**src/rtl/core/tile_dedup_adjacency_rules_macros.svh**
```systemverilog
// assertion macros for the tile dedup and adjacency rule block
// no dependencies; the bodies drop out when SYNTHESIS is defined
`ifndef TILE_DEDUP_ADJACENCY_RULES_MACROS_SVH
`define TILE_DEDUP_ADJACENCY_RULES_MACROS_SVH
`ifndef SYNTHESIS
// same-cycle implication
`define TDAR_ASSERT_IMP(lbl, clk, rst, ante, cons) \
   lbl: assert property (@(posedge clk) disable iff (rst) (ante) |-> (cons)) \
      else $error("tdar assertion failed");
// next-cycle implication
`define TDAR_ASSERT_NEXT(lbl, clk, rst, ante, cons) \
   lbl: assert property (@(posedge clk) disable iff (rst) (ante) |=> (cons)) \
      else $error("tdar assertion failed");
`else
`define TDAR_ASSERT_IMP(lbl, clk, rst, ante, cons)
`define TDAR_ASSERT_NEXT(lbl, clk, rst, ante, cons)
`endif
`endif

```
**src/rtl/core/tdar_pkg.sv**
```systemverilog
// shared types and constants of the tile dedup and adjacency rule block
// no dependencies
`default_nettype none
package tdar_pkg;

   localparam int OP_W      = 2;
   localparam int KEY_W     = 32;
   localparam int QID_W     = 6;
   localparam int DIR_W     = 2;
   localparam int TILE_ID_W = 6;
   localparam int COUNT_W   = 7;
   localparam int ROW_W     = 64;
   localparam int CFG_W     = 7;
   localparam int CSR_IDX_W = 1;
   localparam int ROW_POS_W = 6;
   localparam int NUM_DIRS  = 4;
   localparam logic [CFG_W-1:0] GRID_RESET = 7'd64;
   localparam logic [CFG_W-1:0] MAX_ROWS   = 7'd64;

   typedef enum logic [OP_W-1:0] {
      OP_TILE  = 2'd0,
      OP_QUERY = 2'd1,
      OP_CLEAR = 2'd2,
      OP_NOP   = 2'd3
   } op_type;

   typedef enum logic [CSR_IDX_W-1:0] {
      CSR_GRID_COLUMNS = 1'b0,
      CSR_GRID_ROWS    = 1'b1
   } csr_index_type;

   typedef enum logic [DIR_W-1:0] {
      DIR_UP    = 2'd0,
      DIR_DOWN  = 2'd1,
      DIR_LEFT  = 2'd2,
      DIR_RIGHT = 2'd3
   } dir_type;

   typedef enum logic [2:0] {
      ST_IDLE,
      ST_MATCH,
      ST_RESOLVE,
      ST_UPDATE,
      ST_QUERY,
      ST_QOUT,
      ST_OTHER
   } state_type;

   typedef struct packed {
      logic match_en;
      logic insert;
   } chain_ctl_type;

   typedef struct packed {
      logic rd_en;
      logic wr_en;
      logic clear;
   } bank_ctl_type;

endpackage
`default_nettype wire

```
**src/rtl/core/tdar_rule_bank.sv**
```systemverilog
// one direction bank of the rule table: memory with registered read and per-row valid bits
// depends on tdar_pkg
`default_nettype none
module tdar_rule_bank #(
   parameter int DEPTH = 64,
   parameter int AW    = 6,
   parameter int WIDTH = 64
) (
   input  logic                   clock,
   input  logic                   reset,
   input  tdar_pkg::bank_ctl_type ctl,
   input  logic [AW-1:0]          rd_addr,
   input  logic [AW-1:0]          wr_addr,
   input  logic [WIDTH-1:0]       wr_data,
   output logic [WIDTH-1:0]       rd_data
);

   logic [WIDTH-1:0] mem [DEPTH];
   logic [DEPTH-1:0] valid_ff;
   logic [WIDTH-1:0] rd_ff;
   logic             rd_valid_ff;

   always_ff @(posedge clock) begin
      if (ctl.wr_en) begin
         mem[wr_addr] <= wr_data;
      end
      if (ctl.rd_en) begin
         rd_ff <= mem[rd_addr];
      end
   end

   // a row never written since reset or clear reads as zero
   always_ff @(posedge clock) begin
      if (reset || ctl.clear) begin
         valid_ff <= '0;
      end else if (ctl.wr_en) begin
         valid_ff[wr_addr] <= 1'b1;
      end
   end

   always_ff @(posedge clock) begin
      if (reset) begin
         rd_valid_ff <= 1'b0;
      end else if (ctl.rd_en) begin
         rd_valid_ff <= valid_ff[rd_addr];
      end
   end

   assign rd_data = rd_valid_ff ? rd_ff : '0;

endmodule
`default_nettype wire

```
**config.mk**
```make
export PLATFORM = sky130hd
export DESIGN_NAME = tdar_rule_bank
export DESIGN_NICKNAME = d
export VERILOG_FILES = /design/src/rtl/core/tile_dedup_adjacency_rules_macros.svh /design/src/rtl/core/tdar_pkg.sv /design/src/rtl/core/tdar_rule_bank.sv
export SDC_FILE = /design/constraint.sdc
export NUM_CORES = 2
export LEC_CHECK = 0
export BUFFER_PORTS_ARGS = -buffer_cell sky130_fd_sc_hd__buf_2
export CAP_MARGIN = 20
export CORE_MARGIN = 3
export CORE_UTILIZATION = 35
export DETAILED_ROUTE_END_ITERATION = 8
export GPL_TIMING_DRIVEN = 0
export PLACE_DENSITY = 0.52
export SKIP_LAST_GASP = 1
export SLEW_MARGIN = 20
export SYNTH_ARGS = -nofsm -noshare
export SYNTH_HDL_FRONTEND = slang
export SYNTH_SLANG_ARGS = --single-unit
```
**constraint.sdc**
```tcl
create_clock -name clock -period 10.67 [get_ports clock]
set_input_delay 2.134 -clock clock [delete_from_list [all_inputs] [get_ports clock]]
set_output_delay 2.134 -clock clock [all_outputs]
set_load 0.005 [all_outputs]
```
==> impl_metrics.csv <==
group,metric,value,unit
run_status,outcome,"complete, no violations",
finish,multiInputGateArea,32600,um^2
timing,clock_skew,42.9,ps
cts,cts_buffers,436,
setup_path,critPathBufInv,4,
power,power_leakage,58.1,nW
yosys,yosysTopAreaCellShare,78.2,%
place,place_congestion,0.747,
cts,clock-root-buffer,"clkbuf_16",
setup_path,r2r_end,"rd_ff[41]",
place,io_buffers,138,
worst_hold_path,hold_path_end,"valid_ff[46]",
yosys,syn_inst,6169,
power,pwr-share-seq,53.1,%
power,clkPwrFrac,42.0,%
setup_path,r2r-start,"mem[62][41]",
floorplan,die_height,681,um
yosys,synthTopCellsByArea,"edfxtp_1 78%, mux4_2 19%, dfxtp_1 0.82%",
floorplan,core_region_area,453000,um^2
timing,rsz0062_at_grt,"false",
worst_hold_path,min_path_type,"flip-flop to flip-flop",
finish,drive_above_1_share,35.1,%
yosys,ys_seq_area_share,79.1,%
place,dp_hpwl,305000,um
timing,hold_violations,0,
floorplan,initial_core_util,35.2,%
power,peakVddDrop,0.136,mV
timing,layout_min_cycle_time,5180,ps
route,wirelength,436000,um
timing,setup_viol,0,
power,switching_share,21.2,%
power,finalPower,0.0347,W
floorplan,die_w,681,um
global_route,grt_max_degree,65,
finish,finalInstanceArea,189000,um^2
yosys,yosys_most_used_dff,"edfxtp_1",
route,dr.pass1.iters,5,
route,wire_per_inst,32.4,um
setup_path,arrival,5820,ps
setup_path,crit_required,11310,ps
route,drt-vias-per-instance,5.38,
timing,period_share,48.6,%
cts,htree_num_levels,5,
global_route,grt_pass1_wl,607000,um
timing,tns,0,ps
finish,register_area,126000,um^2
yosys,ys_ff_latch,4225,
floorplan,rows,247,
cts,cts_resized,0,
global_route,grt.total_usage,18.7,%
floorplan,die_area,464000,um^2
cts,clkTransAtPathRegs,60,ps
cts,clock_path_buffers,4,
yosys,avgSynthCellArea,25.9,um^2
flow_run,max-cap-violations,0,
setup_path,criticalPathCategory,"input pin to flip-flop",
timing,worst_pin_slew,1200,ps
setup_path,worst-path-max-fanout,10,
route,drt-initial-drc-count,8264,
yosys,synth_area_leader_cell,"edfxtp_1",
timing,maxSlewViolCount,0,
finish,postLayoutCoreUtil,41.6,%
setup_path,slowest_stage,"clkbuf_1",
setup_path,crit_family,"buffers and inverters",
power,powerDensity,184,nW/um^2
finish,n_fill_cell,38600,
setup_path,slowest_delay,750,ps
timing,max-slew-margin-rel,19.8,%
yosys,syn_area,160000,um^2
worst_hold_path,hold_path_startpoint,"valid_ff[46]",
power,p_sw,0.00736,W
cts,clock_latency,960,ps
yosys,synth_edf_count,4160,
yosys,yosysMostFrequentCell,"edfxtp_1",
setup_path,r2r_cells,3,
power,internal_power,0.0273,W
yosys,yosys_warnings,0,
cts,cts_tree,"done",
floorplan,io_pins,145,
route,antenna_left,0,
cts,postCtsSetupRepairBufs,0,
setup_path,crit_path_start_kind,"input pin",
route,routed-via-count,72200,
cts,cts.sinks,4225,
route,remaining_drc_errors,0,
place,place_area,175000,um^2
finish,area_growth,18.1,%
global_route,grt_overflow,0,
setup_path,r2r_setup_slack,8370,ps
yosys,synth_cell_types,32,
power,power_frac_comb,4.9,%
setup_path,cp-end-kind,"flip-flop",
global_route,antenna_found_initial,55,
worst_hold_path,hold_depth,1,
global_route,grt_pass1_vias,75500,
cts,hold_buffers,0,
yosys,postSynth.asyncResetShare,0,%
yosys,synth_nets,6250,
finish,layout.nets,7150,
setup_path,cp_cell_sequence,"clkbuf_1 -> clkbuf_2 -> buf_16 -> clkbuf_1 -> mux4_2 -> mux4_2",
yosys,yosys-top-cells-count,"4160 x edfxtp_1, 1356 x mux4_2, 176 x clkbuf_1",
timing,fmax,0.193,GHz
## power by group through the flow
stage	sequential [W]	combinational, W	clock, W
detailed placement	0.0188	0.00174	0
global placement	0.0188	0.00164	0
floorplan	0.0188	0.000892	0
global route	0.0184	0.00181	0.0156
finish	0.0184	0.00170	0.0146
CTS	0.0184	0.00174	0.0149
## worst max path at each step
stage | start | end | slack [ps] | cells past startpoint
2_1_floorplan | ctl[1] | mem[40][0] | 3090 | 3
3_3_place_gp | wr_addr[3] | mem[42][37] | -4730 | 4
3_5_place_dp | rd_addr[1] | rd_ff[43] | 4390 | 6
4_1_cts | rd_valid_ff | rd_data[25] | 5260 | 5
5_1_grt | rd_valid_ff | rd_data[25] | 5300 | 5
6_report | rd_addr[1] | rd_ff[43] | 5490 | 6
## layout by cell type (no fill, tap or decap), types with 3 or more instances in the layout
cell type	synthesis	final
edfxtp_1	4160	4160
diode_2	0	32
nor3_2	0	4
clkbuf_4	0	8
buf_12	0	194
o21a_1	64	64
buf_1	63	32
buf_16	0	76
clkbuf_2	0	36
and2_1	64	64
clkinv_8	0	5
clkbuf_16	0	444
inv_6	0	5
clkinv_16	0	6
buf_6	1	16
buf_4	2	69
clkinvlp_4	0	6
nand2_1	9	9
inv_16	0	5
clkbuf_1	176	233
nor2b_1	12	12
nand4_1	3	3
mux4_2	1356	1356
bufinv_16	0	27
nor2_4	0	60
clkinv_2	0	69
mux2i_1	4	4
nand3_1	9	9
clkinv_1	0	132
dfxtp_1	65	65
nand2b_1	5	5
buf_2	83	215
nor2_1	65	5
## state kept, by name, summed over array words and instances (netlist names)
| register | flops |
|---|---|
| rd_ff | 64 |
| valid_ff | 64 |
| mem | 4096 |
| rd_valid_ff | 1 |
## final cells by class
cell class / count / area share, %
Buffer: 325 / 0.766
Clock inverter: 259 / 1.13
Tap cell: 5976 / 3.96
Inverter: 2 / 0.00398
Clock buffer: 538 / 6.09
Antenna cell: 32 / 0.0425
Multi-Input combinational cell: 1617 / 17.3
Timing Repair Buffer: 462 / 3.82
Sequential cell: 4225 / 66.9
## stage by stage
step	instances	setup WS [ps]	hold slack [ps]
finish	13400	5490	460
global route	13400	5300	474
CTS	13400	5260	462
detailed placement	12600	4390	448
global placement	12300	-4730	442
floorplan	6169	3090	433
## routing by layer
layer | track usage [%] | up-vias | wire (um)
met5 | 0 | - | 49
li1 | - | 29000 | -
met2 | 32.0 | 2486 | 221000
met4 | 4.59 | 10 | 11400
met3 | 2.68 | 525 | 25600
met1 | 25.2 | 40200 | 177000
## cells by family (layout without fill, tap and decap cells)
logic type             Yosys count  in the layout  share of synthesized area, %
AO/OA/AOI/OAI                   78             78                         0.363
AND/OR/NAND/NOR                177            177                         0.568
multiplexers                  1362           1362                          19.2
flip-flops                    4225           4225                          79.1
other                            0             32                             0
buffers and inverters          327           1586                         0.843
No activity file was read; power rests on OpenSTA's default activity.
