**src/rtl/core/tile_dedup_adjacency_rules_macros.svh**
```systemverilog
// assertion macros for the tile dedup and adjacency rule block
// no dependencies; the bodies drop out when SYNTHESIS is defined
`ifndef TILE_DEDUP_ADJACENCY_RULES_MACROS_SVH
`define TILE_DEDUP_ADJACENCY_RULES_MACROS_SVH
`ifndef SYNTHESIS
// same-cycle implication
`define TDAR_ASSERT_IMP(lbl, clk, rst, ante, cons) \
   lbl: assert property (@(posedge clk) disable iff (rst) (ante) |-> (cons)) \
      else $error("tdar assertion failed");
// next-cycle implication
`define TDAR_ASSERT_NEXT(lbl, clk, rst, ante, cons) \
   lbl: assert property (@(posedge clk) disable iff (rst) (ante) |=> (cons)) \
      else $error("tdar assertion failed");
`else
`define TDAR_ASSERT_IMP(lbl, clk, rst, ante, cons)
`define TDAR_ASSERT_NEXT(lbl, clk, rst, ante, cons)
`endif
`endif

```
**src/rtl/core/tdar_pkg.sv**
```systemverilog
// shared types and constants of the tile dedup and adjacency rule block
// no dependencies
`default_nettype none
package tdar_pkg;

   localparam int OP_W      = 2;
   localparam int KEY_W     = 32;
   localparam int QID_W     = 6;
   localparam int DIR_W     = 2;
   localparam int TILE_ID_W = 6;
   localparam int COUNT_W   = 7;
   localparam int ROW_W     = 64;
   localparam int CFG_W     = 7;
   localparam int CSR_IDX_W = 1;
   localparam int ROW_POS_W = 6;
   localparam int NUM_DIRS  = 4;
   localparam logic [CFG_W-1:0] GRID_RESET = 7'd64;
   localparam logic [CFG_W-1:0] MAX_ROWS   = 7'd64;

   typedef enum logic [OP_W-1:0] {
      OP_TILE  = 2'd0,
      OP_QUERY = 2'd1,
      OP_CLEAR = 2'd2,
      OP_NOP   = 2'd3
   } op_type;

   typedef enum logic [CSR_IDX_W-1:0] {
      CSR_GRID_COLUMNS = 1'b0,
      CSR_GRID_ROWS    = 1'b1
   } csr_index_type;

   typedef enum logic [DIR_W-1:0] {
      DIR_UP    = 2'd0,
      DIR_DOWN  = 2'd1,
      DIR_LEFT  = 2'd2,
      DIR_RIGHT = 2'd3
   } dir_type;

   typedef enum logic [2:0] {
      ST_IDLE,
      ST_MATCH,
      ST_RESOLVE,
      ST_UPDATE,
      ST_QUERY,
      ST_QOUT,
      ST_OTHER
   } state_type;

   typedef struct packed {
      logic match_en;
      logic insert;
   } chain_ctl_type;

   typedef struct packed {
      logic rd_en;
      logic wr_en;
      logic clear;
   } bank_ctl_type;

endpackage
`default_nettype wire

```
**src/rtl/core/tdar_key_cell.sv**
```systemverilog
// one cell of the key chain: a stored key with its id and a registered hit flag
// depends on tdar_pkg
`default_nettype none
module tdar_key_cell #(
   parameter int KW  = 32,
   parameter int IDW = 6
) (
   input  logic                    clock,
   input  logic                    reset,
   input  tdar_pkg::chain_ctl_type ctl,
   input  logic                    occupied,
   input  logic [KW-1:0]           search_key,
   input  logic [KW-1:0]           prev_key,
   input  logic [IDW-1:0]          prev_id,
   output logic [KW-1:0]           key_out,
   output logic [IDW-1:0]          id_out,
   output logic                    hit,
   output logic [IDW-1:0]          hit_id
);

   logic [KW-1:0]  key_ff, key_in;
   logic [IDW-1:0] id_ff, id_in;
   logic           hit_ff, hit_in;

   always_comb begin
      key_in = ctl.insert ? prev_key : key_ff;
      id_in  = ctl.insert ? prev_id : id_ff;
      hit_in = ctl.match_en ? (occupied && (key_ff == search_key)) : hit_ff;
   end

   always_ff @(posedge clock) begin
      key_ff <= key_in;
      id_ff  <= id_in;
   end

   always_ff @(posedge clock) begin
      if (reset) begin
         hit_ff <= 1'b0;
      end else begin
         hit_ff <= hit_in;
      end
   end

   assign key_out = key_ff;
   assign id_out  = id_ff;
   assign hit     = hit_ff;
   assign hit_id  = hit_ff ? id_ff : '0;

endmodule
`default_nettype wire

```
**src/rtl/core/tdar_key_chain.sv**
```systemverilog
// row of key cells: new keys shift in at cell 0, all cells compare in parallel
// depends on tdar_pkg and tdar_key_cell
`default_nettype none
module tdar_key_chain #(
   parameter int N   = 64,
   parameter int KW  = 32,
   parameter int IDW = 6,
   parameter int IUW = 7
) (
   input  logic                    clock,
   input  logic                    reset,
   input  tdar_pkg::chain_ctl_type ctl,
   input  logic [KW-1:0]           key,
   input  logic [IDW-1:0]          new_id,
   input  logic [IUW-1:0]          ids_used,
   output logic                    found,
   output logic [IDW-1:0]          match_id
);

   logic [KW-1:0]  key_link [N];
   logic [IDW-1:0] id_link  [N];
   logic [N-1:0]   hit;
   logic [IDW-1:0] hit_id   [N];

   for (genvar i = 0; i < N; i++) begin : g_cell
      logic [KW-1:0]  prev_key;
      logic [IDW-1:0] prev_id;
      logic           occupied;

      if (i == 0) begin : g_head
         assign prev_key = key;
         assign prev_id  = new_id;
      end else begin : g_body
         assign prev_key = key_link[i-1];
         assign prev_id  = id_link[i-1];
      end

      // cell i holds a key only once i+1 ids are in use
      assign occupied = IUW'(i) < ids_used;

      tdar_key_cell #(
         .KW  (KW),
         .IDW (IDW)
      ) u_cell (
         .clock      (clock),
         .reset      (reset),
         .ctl        (ctl),
         .occupied   (occupied),
         .search_key (key),
         .prev_key   (prev_key),
         .prev_id    (prev_id),
         .key_out    (key_link[i]),
         .id_out     (id_link[i]),
         .hit        (hit[i]),
         .hit_id     (hit_id[i])
      );
   end

   // keys are unique, so at most one cell hits and an or merges the ids
   always_comb begin
      match_id = '0;
      for (int j = 0; j < N; j++) begin
         match_id = match_id | hit_id[j];
      end
   end

   assign found = |hit;

endmodule
`default_nettype wire

```
**config.mk**
```make
export PLATFORM = sky130hd
export DESIGN_NAME = tdar_key_chain
export DESIGN_NICKNAME = d
export VERILOG_FILES = /design/src/rtl/core/tile_dedup_adjacency_rules_macros.svh /design/src/rtl/core/tdar_pkg.sv /design/src/rtl/core/tdar_key_cell.sv /design/src/rtl/core/tdar_key_chain.sv
export SDC_FILE = /design/constraint.sdc
export NUM_CORES = 2
export LEC_CHECK = 0
export CAP_MARGIN = 30
export CORE_UTILIZATION = 58
export DETAILED_ROUTE_END_ITERATION = 8
export DONT_BUFFER_PORTS = 1
export PLACE_DENSITY = 0.74
export SLEW_MARGIN = 20
export SYNTH_ARGS = -nofsm -noshare
export SYNTH_HDL_FRONTEND = slang
export SYNTH_SLANG_ARGS = --single-unit
```
**constraint.sdc**
```tcl
create_clock -name clock -period 5.2 [get_ports clock]
set_clock_uncertainty 0.2 [all_clocks]
set_input_delay 0.26 -clock clock [delete_from_list [all_inputs] [get_ports clock]]
set_output_delay 0.26 -clock clock [all_outputs]
set_load 0.05 [all_outputs]
```
==> key figures <==
Worst setup path
  • Crit path DAT: 5250 ps
  • CP Launch Type: input port
  • CP Data Required Time: 5500 ps
  • Crit. End Element: flip-flop
  • Worst-path maximum fanout: 172
  • Worst setup path category: input port to flip-flop

Global route
  • M1 GR Usage: 43.8%
  • Antenna violations before repair: 9
  • Total gr overflow: 0
  • First-pass GRT wire length: 395 mm
  • Total track usage: 31.4%
  • Largest net degree at the start of global routing: 262
  • Vias in the first global route: 54400
  • Global route hottest layer: met2
  • Met3 Use GR: 7.58%
  • GR Util met2: 47.8%

Power and ir drop
  • PnR Total Power: 44.7 mW
  • Int Pwr: 34.4 mW
  • Pwr/cell area: 396 nW/µm²
  • Reg power frac: 54.4%
  • Maximum vdd drop: 0.324 mV
  • Sw power: 10.3 mW
  • Leakage power figure: 36.9 nW
  • Clock power share: 39.3%
  • Switching share of power: 23.1%
  • Combinational share of power: 6.4%

Synth
  • Syn Area/Cell: 17.1 µm²
  • Flops & latches, synth: 2496
  • Syn_nets: 6010
  • Commonest cells in the netlist: edfxtp_1 (2432), xnor2_1 (1134), xor2_1 (910)
  • Post-Synthesis Cells: 5961
  • Asr flop ratio synth: 0%
  • Number of library cell types mapped by synthesis: 42
  • Sequential share of the synthesized area: 72.9%
  • Most used DFF post-synth: edfxtp_1
  • Top cell type's share of synthesized area: 71.6%
  • Leading area contributor after synthesis: edfxtp_1
  • Post-synth EDFFs: 2432
  • Largest cells by area after synthesis: edfxtp_1 (72%), xnor2_1 (9.7%), xor2_1 (7.8%)
  • Most numerous cell in the Yosys netlist: edfxtp_1
  • Yosys warning total: 0
  • Post-Syn Area: 102000 µm²

Clock tree
  • Worst skew pair latency: 880 ps
  • CTS Buffer Depth: 3
  • CTS H-tree lvls: 4
  • TritonCTS Buffers: 238
  • CTS sink count: 2496
  • CTS tree: yes
  • CTS root buffer: clkbuf_16
  • Post-CTS Setup Repair Bufs: 0
  • Clock transition at path regs: 60 ps

STA
  • Fmax: 202 MHz
  • Final Hold Violating Endpoints: 0
  • Slew Limit Fails: 0
  • Final TNS setup: 0 ps
  • RSZ-0062 raised after global routing: no
  • Period utilization: 95.1%
  • Worst slew pin tran: 1100 ps
  • Setup-failing EPs final: 0
  • Max_slew headroom: 26.5%
  • Final Critical Period: 4950 ps

Job
  • MaxCap Viol Count: 0

Routing
  • Per-cell routed wire length: 32.6 µm
  • DR pass1 iterations: 6
  • # DRC: 0
  • Remaining antenna violation count: 0
  • Final wirelength: 280 mm
  • 1st-iter DRT viols: 8272
  • Via-to-Cell Ratio: 6.42
  • DR vias: 55200

Finish
  • Area growth syn-to-layout: 10.8%
  • Design Area, Final: 113000 µm²
  • Share of layout cells above drive strength 1: 7.13%
  • Fill cells: 11800
  • Final core utilization: 64.8%
  • Nets: 6108

Place
  • Dpl cell area: 103000 µm²
  • Final Wtd Congestion: 0.920
  • Port bufs: 0
  • Post-DP HPWL: 164 mm

Floorplan
  • Core ar.: 174000 µm²
  • Chip height: 421 µm
  • Starting density of the core: 58.5%
  • Die area: 177000 µm²
  • Die width: 421 µm
  • Boundary pin count: 56
  • Cell Rows: 153

Worst hold path
  • Hold Crit Class: input port to flip-flop

Run status
  • Status: completed
[worst paths after layout]
path | from | end | slack, ps | depth (start not counted)
min | key[18] | g_cell[51].u_cell.hit | 80 | 5
min reg2reg | g_cell[47].u_cell.id_out[5] | g_cell[48].u_cell.id_out[5] | 230 | 0
max | ctl[0] | g_cell[63].u_cell.key_out[12] | 250 | 8
max reg2reg | g_cell[36].u_cell.key_out[2] | g_cell[36].u_cell.hit | 1690 | 8
[power groups by stage]
stage	sequential, mW	clock [mW]	combinational (mW)
2_1_floorplan	24.3	0	1.74
3_3_place_gp	24.7	0	1.91
3_5_place_dp	24.7	0	1.97
4_1_cts	24.3	17.6	2.79
5_1_grt	24.4	18.5	2.99
6_report	24.3	17.5	2.84
[layer usage]
| metal | share of wire (%) | routed length [µm] |
|---|---|---|
| met4 | 4.3 | 12100 |
| met2 | 46 | 128000 |
| met5 | 0.012 | 34 |
| met3 | 12 | 33300 |
| met1 | 38 | 107000 |
[flip-flops by register name, summed over array words and instances (netlist names)]
signal,count
g_cell.u_cell.id_out,384
g_cell.u_cell.key_out,2048
g_cell.u_cell.hit,64
[placed cells by master, fill, tap and decap left out, types with 85 or more instances in the layout]
| master | instances |
|---|---|
| xnor2_1 | 1134 |
| a221oi_1 | 94 |
| edfxtp_1 | 2432 |
| clkbuf_16 | 239 |
| nor4_1 | 289 |
| xor2_1 | 910 |
| nand4_1 | 371 |
| a22o_1 | 98 |
| dlygate4sd3_1 | 86 |
| nand2_1 | 85 |
[through the flow]
stage               hold WS (ps)  worst slack, ps  std cells
floorplan                    159             3060       5961
global placement             159              503       8011
detailed placement           159              288       8017
CTS                         27.2              140       8587
global route                89.2              112       8595
finish                      82.9              255       8604
[cell type report]
type	instances	area [µm²]	area share, %
Sequential cell	2496	74300	65.8
Inverter	1	3.75	0.00332
Multi-Input combinational cell	3164	25300	22.4
Antenna cell	10	25.0	0.0222
Timing Repair Buffer	158	2450	2.17
Clock buffer	315	6480	5.74
Tap cell	2325	2910	2.58
Clock inverter	135	1470	1.30
[critical path, stage by stage]
cell and delay [ps]:
dlymetal6s4s_1 750, clkbuf_16 610, buf_16 400, buf_16 480
buf_16 410, buf_16 530, buf_16 460, buf_16 610
[cell families after synthesis]
logic type | share of synthesized area (%)
AO/OA/AOI/OAI | 2.34
XOR/XNOR | 17.6
buffers and inverters | 2.35
flip-flops | 72.9
AND/OR/NAND/NOR | 4.81
[timing repair]
| action | in CTS | in global routing |
|---|---|---|
| endpoints found under the setup margin | 0 | 172 |
| endpoints found under the hold margin | 220 | 0 |
| resized for setup | 0 | 2 |
| hold buffers | 120 | 0 |
Note: power is estimated with default switching activity, not from simulation.
